==> src/rtl/edbp_pkg.sv <==
// Shared types, constants and helper functions of the braille packer.
package edbp_pkg;

    localparam int ERR_W        = 11;
    localparam int LINE_WIDTH_W = 11;
    localparam int CFG_INDEX_W  = 1;
    localparam int IN_TDATA_W   = 8;
    localparam int OUT_TDATA_W  = 32;
    localparam int RESULT_W     = 25;

    localparam logic [LINE_WIDTH_W-1:0] LINE_WIDTH_RESET = 11'd640;
    localparam int MIN_LINE_WIDTH = 2;

    typedef logic signed [ERR_W-1:0] err_t;
    typedef logic signed [ERR_W:0]   err_wide_t;

    localparam err_t      ERR_ZERO    = '0;
    localparam err_wide_t ERR_MAX     = 12'sd1023;
    localparam err_wide_t ERR_MIN     = -12'sd1024;
    localparam err_wide_t THRESHOLD   = 12'sd128;
    localparam err_wide_t WHITE_LEVEL = 12'sd255;

    localparam logic [2:0] LAST_POS = 3'd7;

    typedef enum logic [CFG_INDEX_W-1:0] {
        CFG_LINE_WIDTH  = 1'b0,
        CFG_INVERT_DOTS = 1'b1
    } cfg_index_t;

    typedef struct packed {
        logic [7:0] cell_row;
        logic [8:0] cell_column;
        logic [7:0] braille_dots;
    } cell_result_t;

    typedef struct packed {
        logic empty;
        logic full;
    } buf_status_t;

    function automatic err_t sat_err(input err_wide_t v);
        err_t r;
        if (v > ERR_MAX)
        begin
            r = err_t'(ERR_MAX);
        end
        else if (v < ERR_MIN)
        begin
            r = err_t'(ERR_MIN);
        end
        else
        begin
            r = err_t'(v);
        end
        return r;
    endfunction

    // Dot numbering of a braille cell for pixel position {row[1:0], column[0]}.
    function automatic logic [7:0] dot_mask(input logic [2:0] pos);
        logic [7:0] m;
        case (pos)
            3'd0:    m = 8'h01;
            3'd1:    m = 8'h08;
            3'd2:    m = 8'h02;
            3'd3:    m = 8'h10;
            3'd4:    m = 8'h04;
            3'd5:    m = 8'h20;
            3'd6:    m = 8'h40;
            3'd7:    m = 8'h80;
            default: m = 8'h00;
        endcase
        return m;
    endfunction

endpackage

==> src/rtl/edbp_out_buf.sv <==
// Two-entry output buffer that decouples the result stage from the output stream.
module edbp_out_buf (
    input  logic                   clk,
    input  logic                   rst_n,
    input  logic                   push,
    input  edbp_pkg::cell_result_t push_data,
    output logic                   valid,
    input  logic                   ready,
    output edbp_pkg::cell_result_t data,
    output edbp_pkg::buf_status_t  status
);
    import edbp_pkg::*;

    cell_result_t entry_reg [2];
    logic         head_reg;
    logic         head_next;
    logic [1:0]   count_reg;
    logic [1:0]   count_next;
    logic         tail;
    logic         pop;

    assign valid        = (count_reg != 2'd0);
    assign pop          = valid && ready;
    assign tail         = head_reg ^ count_reg[0];
    assign data         = entry_reg[head_reg];
    assign status.empty = (count_reg == 2'd0);
    assign status.full  = (count_reg == 2'd2);

    always_comb
    begin
        head_next = pop ? ~head_reg : head_reg;
        case ({push, pop})
            2'b10:   count_next = count_reg + 2'd1;
            2'b01:   count_next = count_reg - 2'd1;
            default: count_next = count_reg;
        endcase
    end

    always_ff @(posedge clk or negedge rst_n)
    begin
        if (!rst_n)
        begin
            head_reg  <= 1'b0;
            count_reg <= 2'd0;
        end
        else
        begin
            head_reg  <= head_next;
            count_reg <= count_next;
        end
    end

    always_ff @(posedge clk)
    begin
        if (push)
        begin
            entry_reg[tail] <= push_data;
        end
    end

endmodule

==> config.mk <==
export PLATFORM = sky130hd
export DESIGN_NAME = edbp_out_buf
export DESIGN_NICKNAME = d
export VERILOG_FILES = /design/src/rtl/edbp_pkg.sv /design/src/rtl/edbp_out_buf.sv
export SDC_FILE = /design/constraint.sdc
export NUM_CORES = 1
export LEC_CHECK = 0
export BUFFER_PORTS_ARGS = -buffer_cell sky130_fd_sc_hd__buf_4
export CAP_MARGIN = 20
export CORE_UTILIZATION = 45
export DETAILED_ROUTE_END_ITERATION = 10
export PLACE_DENSITY_LB_ADDON = 0.05
export SYNTH_ARGS = -nofsm -noshare
export SYNTH_HDL_FRONTEND = slang
export SYNTH_SLANG_ARGS = --single-unit
==> constraint.sdc <==
create_clock -name clk -period 2.8 [get_ports clk]
set_input_delay 0.14 -clock clk [delete_from_list [all_inputs] [get_ports clk]]
set_output_delay 0.14 -clock clk [all_outputs]
set_load 0.005 [all_outputs]
* After elaboration in Yosys (flattened, before gate mapping)
Memory sizes are Yosys's and may differ from the RTL's.
Cells that the tools add are included.
** Cells by class
- $add $sub $neg :: 2
- Equal/unequal tests :: 3
- Multiplexer cells :: 3
- Bitwise gates (word level) :: 2
- Reduce and logical (&&, ||, !) cells :: 4
** Operator list (number)
- == test 2 bit, second input constant :: 2
- case mux 2 bit (2 select lines) :: 1
- nonzero test 2 bit :: 2
- adder 2 x 1 -> 2 bit, second input constant :: 1
- == test 2 x 1 -> 1 bit, second input constant :: 1
- logical NOT 2 bit :: 1
- two-way mux 1 bit :: 2
- subtractor 2 x 1 -> 2 bit, second input constant :: 1
- logical AND 1 bit :: 1
- NOT 1 bit :: 1
- XOR 1 bit :: 1
** Storage, ports and cells
- Flip-flop bits (word level) :: 3
- Bits in writable memories :: 50
- Input bits :: 29
- Output and inout bits :: 28
- Logic and storage cells :: 17
- Memories kept :: 1
** Memories
- entry_reg :: words 2, bits a word 25, read ports 1, clocked after memory_dff 0, wr ports 1, line edbp_out_buf.sv:14 : cell_result_t entry_reg [2];

* Logic depth before layout (Yosys ltp)
Gate-level depths: netlist (run 1).
- Word-level depth :: 4
- Gate-level depth with buffers :: 6
- Mapped depth without buffers :: 6

* Worst setup path after synthesis (run 1)
OpenSTA, ideal clock, no wires.
- Path type :: register to register
- Start :: reg head_reg
- End :: mem entry_reg[0][0] in the netlist's numbering, enable pin
- Library setup time :: 0.407 ns
- Arrival time :: 1.730 ns
- Data required time :: 2.393 ns
- Setup slack :: 0.663 ns
- Cell stages (with the launch flop) :: 4
- Buffers on the path :: 1
- Clock period less this slack :: 2.137 ns
- Cell sequence :: dfrtp_1 > buf_6 > xor2_1 > nor2_1
** Between the ends
- Longest elaborated chain between the ends :: 1
** RTL lines
- start, declared :: line edbp_out_buf.sv:15 : logic head_reg;
- start signal, assigned :: line edbp_out_buf.sv:48 : head_reg <= head_next;
- XOR 1 bit :: line edbp_out_buf.sv:24 : assign tail = head_reg ^ count_reg[0];
- end, declared :: line edbp_out_buf.sv:14
No other way between the ends.

==> metrics.md, run 1 <==
| Metric | Value |
|---|---|
| Simple-gate area share of the yosys netlist | 2.01% |
| Sw power | 719 uW |
| Final hold violation count | 0 |
| Worst Max-Slew Pin Slew | 0.350 ns |
| DRT iter0 DRCs | 57 |
| Clk_lat worst skew | 0.29 ns |
| Worst r2r src | count_reg[0] |
| Mapped Area | 2000 um^2 |
| Switching part of the total | 27.2% |
| Hold_ws | 0.0288 ns |
| Slew margin rel. | 76.7% |
| H-tree levels | 2 |
| WL per Instance | 14.1 um |
| Vias | 1010 |
| Area occupied by multi-input gates | 380 um^2 |
| Floorplan row count | 23 |
| Worst setup SP type | flop |
| R2R cell count | 5 |
| Setup Total Neg Slack | 0 ns |
| Clock Path Buffers | 2 |
| Initial Util | 48.5% |
| ANT nets after route | 0 |
| Cell mode on critical path | buf_4 |
| Area Overhead vs Synth | 28.3% |
| Post-synth net total | 125 |
| Root buffer cell | clkbuf_8 |
| Dpl hpwl | 1980 um |
| CTS sink cnt | 53 |
| Worst path max stage delay | 0.39 ns |
| Critical path buffers and inverters | 2 |
| Cell-internal power | 1930 uW |
| Mux cell area share after synthesis | 14.1% |
| Diodes inserted | 0 |
| Commonest non-fill, non-tap cells in the layout | buf_4, edfxtp_1, mux2_2, clkbuf_8 |
| PD cells | 1030 nW/um^2 |
| Maximum vdd drop | 0.000521 V |
| CP Capture Point | data[12] |
| Max frequency | 0.593 GHz |
| Critical R2R Capture | count_reg[1] |
| Die width | 68.6 um |
| Total iterations of the first detailed-routing run | 4 |
| Post-synthesis register bit count | 53 |
| CTS tree | yes |
| Combinational Power Share | 37.7% |
| Period minus WS final | 1.69 ns |
| Slew Limit Fails | 0 |
| Commonest non-fill, non-tap cell in the layout | buf_4 |
| CP Max Fanout | 26 |
| GPL Wtd Cong | 0.677 |
| Number of global-route vias before repair | 1041 |
| Total congestion overflow | 0 |
| FF+latch area | 1580 um^2 |
| Global-route wire length before repair | 4470 um |
| Nets | 189 |
| DRC violations left | 0 |
| Max Cap Viol | 0 |
| Synth Area in Adders | 0.627% |
| Crit-path slowest cell | mux2_2 |
| Core area | 4120 um^2 |
| Initial antenna violation count | 0 |
| HP Class | in -> reg |
| CP top delay family | buffers and inverters |
| CTS buffer count | 5 |
| Final core utilization | 62.2% |
| DR vias/cell | 4.81 |
| Cell count along the critical path | 3 |
| Largest net degree at the start of global routing | 27 |
| Status | completed |
| DP Cell Count | 201 |
| Kind of critical path | reg -> out |
| Syn avg cell area | 21.0 um^2 |
| Unrepaired setup endpoints after global routing | no |
| Layout cells sized above 1 | 58.8% |
| Final count of negative-setup-slack endpoints | 0 |
| FF-to-FF setup slack | 1.22 ns |
| Fin cells | 210 |
| Cell variety after synth | 13 |
| Sequential fraction of the synthesis area | 79.0% |
| Crit path cell chain | buf_4 > mux2_2 > buf_4 |
| Final Routed Wirelength | 2960 um |
| GRT Total Usage | 13.9% |
| Die ar. | 4710 um^2 |
| Post-synthesis compound-gate area fraction | 0% |
| Reg power frac | 47.9% |
| Die Y | 68.6 um |
| Worst Setup SP | head_reg |
| Setup crit end kind | output pin |
| Clock power share | 14.4% |
| Warnings from Yosys | 0 |
| Port Buf Inserts | 56 |
| Critical Path RT | 2.66 ns |
| Tcrit/Tclk final | 60.2% |
| Worst EP arrival | 1.55 ns |
| CTS clock-pin slew for the worst setup and hold paths | 0.08 ns |
| Fillers | 330 |
| Cells after Synth | 95 |
| Worst Clk Skew | 0.00488 ns |
| Xor and xnor area share after synthesis | 2.19% |
| Leakage | 0.000992 uW |
| Main combinational cell family by area after synthesis | multiplexers |
| Total power | 2650 uW |
| I/O pins | 57 |
| Max FFs per register | 50 |
[area by class of cell]
type	instances	area share, %
clock buffer	5	2.69
clock inverter	3	0.489
inverter	2	0.293
multi-input combinational	37	14.9
sequential	53	61.6
tap	50	2.44
timing repair buffer	60	17.7
[through the flow]
| step | area, um^2 | setup slack [ns] |
|---|---|---|
| global route | 2560 | 1.03 |
| global placement | 2470 | 1.33 |
| detailed placement | 2470 | 1.24 |
| CTS | 2560 | 1.08 |
| finish | 2560 | 1.11 |
| floorplan | 2000 | 0.663 |
[power groups by stage]
stage / clock [uW] / combinational [uW] / sequential [uW]
after CTS: 401 / 1030 / 1270
final: 381 / 998 / 1270
after detailed placement: 0 / 1020 / 1290
after floorplan: 0 / 572 / 1270
after global routing: 428 / 1090 / 1290
after global placement: 0 / 1010 / 1270
[worst reg2reg max path, cell delays in order (launching register included)]
cell and delay, ns:
dfrtp_1 0.46, or2_4 0.26, and2_4 0.17, ha_1 0.30, nor2_1 0.15, xor2_1 0.17
[layer usage]
metal / global-route usage, % / up-vias / routed length [um]
met5: 0 / - / 0
met4: 4.69 / 0 / 11
met3: 5.59 / 2 / 199
met2: 25.6 / 35 / 1670
met1: 14.0 / 487 / 1070
li1: - / 486 / -
[what timing repair did]
action,4_1_cts,5_1_grt
hold buffers,1,0
gates resized for setup,0,0
hold endpoints to repair,3,0
setup buffers,0,0
[synthesized netlist by cell type (all sizes together)]
cell type | instances | area [um^2]
and2b | 1 | 8.76
and2 | 2 | 15.0
edfxtp | 50 | 1500
nor2 | 2 | 7.51
buf | 3 | 33.8
xnor2 | 2 | 17.5
dfrtp | 3 | 75.1
inv | 2 | 7.51
ha | 1 | 12.5
or2 | 1 | 8.76
xor2 | 3 | 26.3
mux2 | 25 | 282
[cells by family after synthesis]
kind of cell             count (synthesis)
flip-flops                              53
multiplexers                            25
AND/OR/NAND/NOR                          6
XOR/XNOR                                 5
buffers and inverters                    5
adder cells (fa/ha/maj)                  1
[how the worst min path moves through the flow]
stage                     slack [ns]  depth (start not counted)               end     startpoint
after floorplan                -0.16                          0      count_reg[0]          rst_n
after global placement         -0.07                          1      count_reg[1]          rst_n
after detailed placement       -0.07                          1      count_reg[0]          rst_n
after CTS                       0.01                          1  entry_reg[1][13]  push_data[13]
after global routing           0.009                          1   entry_reg[0][3]   push_data[3]
final                           0.03                          1  entry_reg[1][13]  push_data[13]
(Power assumes the default switching activity.)
==> inputs of run 2 (changes only) <==
==> constraint.sdc (replaced) <==
create_clock -name clk -period 1.45 [get_ports clk]
set_input_delay 0.0725 -clock clk [delete_from_list [all_inputs] [get_ports clk]]
set_output_delay 0.0725 -clock clk [all_outputs]
set_load 0.005 [all_outputs]
==> run 2 against run 1 <==
Sequential share of layout area down 12 points. Wire length grew 44%. Critical endpoint is now data[8]. The run now ends with negative setup slack left. Largest cell class unchanged. Clock skew increased by 0.0039 ns. Largest power group is now combinational cells.
==> metrics.md, run 2 (synthesized netlist as in run 1, its figures left out) <==
| Metric | Value |
|---|---|
| CTS tree | yes |
| Clk_lat worst skew | 0.31 ns (+0.02 ns) |
| Sw power | 1850 uW (+160%) |
| Clock power share | 17.0% (+2.6 points) |
| Area Overhead vs Synth | 60.6% |
| Area occupied by multi-input gates | 485 um^2 (+28%) |
| Kind of critical path | reg -> out |
| Switching part of the total | 27.3% (+0.10 points) |
| Core area | 4120 um^2 (unchanged) |
| CTS buffer count | 5 (unchanged) |
| Initial Util | 48.5% (unchanged) |
| R2R cell count | 6 (+1) |
| FF-to-FF setup slack | -0.03 ns (-1.25 ns) |
| Failing checks | negative setup slack |
| Nets | 228 (+21%) |
| Dpl hpwl | 2240 um (+13%) |
| Worst EP arrival | 1.48 ns (-0.07 ns) |
| Root buffer cell | clkbuf_8 |
| I/O pins | 57 (unchanged) |
| Setup crit end kind | output pin |
| Unrepaired setup endpoints after global routing | yes |
| Initial antenna violation count | 0 (unchanged) |
| Status | finished with violations |
| Final Routed Wirelength | 4270 um (+44%) |
| DR vias/cell | 4.82 (+0.20%) |
| Global-route wire length before repair | 6150 um (+37%) |
| Worst setup SP type | flop |
| Max frequency | 0.643 GHz |
| Reg power frac | 36.5% (-11 points) |
| Max Cap Viol | 0 (unchanged) |
| Final setup margin | -0.105 ns (-1.22 ns) |
| Clock Path Buffers | 2 (unchanged) |
| Port Buf Inserts | 56 (unchanged) |
| Die ar. | 4710 um^2 (unchanged) |
| Floorplan row count | 23 (unchanged) |
| Total congestion overflow | 0 (unchanged) |
| FF+latch area | 1580 um^2 (+0.16%) |
| Maximum vdd drop | 0.00127 V (+140%) |
| CTS clock-pin slew for the worst setup and hold paths | 0.09 ns (about the same) |
| Final hold violation count | 0 (unchanged) |
| Design area | 3210 um^2 (+25%) |
| CTS sink cnt | 53 (unchanged) |
| CP Max Fanout | 6 (-77%) |
| Diodes inserted | 0 (unchanged) |
| Commonest non-fill, non-tap cells in the layout | buf_4, edfxtp_1, dlygate4sd3_1, mux2_2, buf_6 |
| Cell-internal power | 4930 uW (+160%) |
| Die Y | 68.6 um (unchanged) |
| DRC violations left | 0 (unchanged) |
| Worst Max-Slew Pin Slew | 0.208 ns (-0.142 ns) |
| DRT iter0 DRCs | 107 (+88%) |
| DP Area | 2530 um^2 (+2.3%) |
| Vias | 1200 (+19%) |
| Period minus WS final | 1.56 ns |
| Total iterations of the first detailed-routing run | 4 (unchanged) |
| Fillers | 248 (-25%) |
| GRT Total Usage | 19.8% (+5.9 points) |
| Slew margin rel. | 86.1% (+9.4 points) |
| Commonest non-fill, non-tap cell in the layout | buf_4 |
| Max FFs per register | 50 (unchanged) |
| Worst Clk Skew | 0.00875 ns (+0.00388 ns) |
| H-tree levels | 2 (unchanged) |
| Dpl ws | -0.0469 ns (-1.29 ns) |
| Largest net degree at the start of global routing | 18 (-33%) |
| Number of global-route vias before repair | 1281 (+23%) |
| Die width | 68.6 um (unchanged) |
| Critical Path RT | 1.38 ns (-1.28 ns) |
| ANT nets after route | 0 (unchanged) |
| HP Class | in -> async |
| Layout cells sized above 1 | 58.3% (-0.46 points) |
| Worst r2r src | count_reg[0] |
| GPL Wtd Cong | 0.648 (-4.2%) |
| Combinational Power Share | 46.4% (+8.7 points) |
| Leakage | 0.00130 uW (+31%) |
| Final count of negative-setup-slack endpoints | 26 (+26) |
| Critical R2R Capture | count_reg[1] |
| Hold_ws | 0.0751 ns (+0.0463 ns) |
| Slew Limit Fails | 0 (unchanged) |
| PD cells | 2110 nW/um^2 (+100%) |
| WL per Instance | 17.1 um (+22%) |
| Tcrit/Tclk final | 107% |
run 2: what timing repair did:
item	CTS	global route
hold buffers	26	0
cloned	3	2
buffers inserted	7	0
resized for setup	9	25
pin swaps	5	2
endpoints found under the hold margin	53	0
setup endpoints to repair	26	40
run 2: power groups by stage:
| stage | logic, uW | registers [uW] | clock network (uW) |
|---|---|---|---|
| global route | 3360 | 2530 | 1230 |
| CTS | 2760 | 2470 | 1170 |
| global placement | 2100 | 2460 | 0 |
| finish | 3150 | 2480 | 1150 |
| detailed placement | 2140 | 2500 | 0 |
| floorplan | 1170 | 2450 | 0 |
run 2: final cells by class:
class                      instances  area share [%]
sequential                        53            49.3
timing repair buffer              97            29.2
multi-input combinational         39            15.1
clock buffer                       5            2.15
clock inverter                     3            2.03
tap                               50            1.95
inverter                           2           0.234
run 2: worst max-delay path, stage by stage (launching register included):
cell and delay (ns):
dfrtp_2 0.45, buf_6 0.14, clkbuf_16 0.16, mux2_4 0.30, buf_6 0.12
run 2: routing by layer:
metal  wire, um  share of wire (%)  GRT usage [%]
met2       2270                 53           34.4
met1       1720                 40           23.1
met4         64                1.5           9.11
met5          0                  0              0
met3        210                4.9           4.61
run 2: worst max-delay path by stage:
stage / startpoint / endpoint / slack, ns / depth (start not counted)
6_report: head_reg / data[8] / -0.11 / 4
5_1_grt: head_reg / data[8] / -0.14 / 4
4_1_cts: head_reg / data[13] / -0.1 / 4
3_5_place_dp: count_reg[0] / count_reg[1] / -0.05 / 6
3_3_place_gp: count_reg[0] / count_reg[1] / -0.02 / 6
2_1_floorplan: head_reg / entry_reg[0][0] / -0.02 / 3
run 2: metrics by stage:
step	instances	TNS, ns	total power, uW	utilization (%)
after floorplan	95	-0.414	3610	-
after global placement	203	-0.0195	4560	61.4
after detailed placement	203	-0.0469	4640	61.4
after CTS	247	-1.74	6390	74.9
after global routing	249	-3.46	7130	77.9
final	249	-1.90	6780	77.9
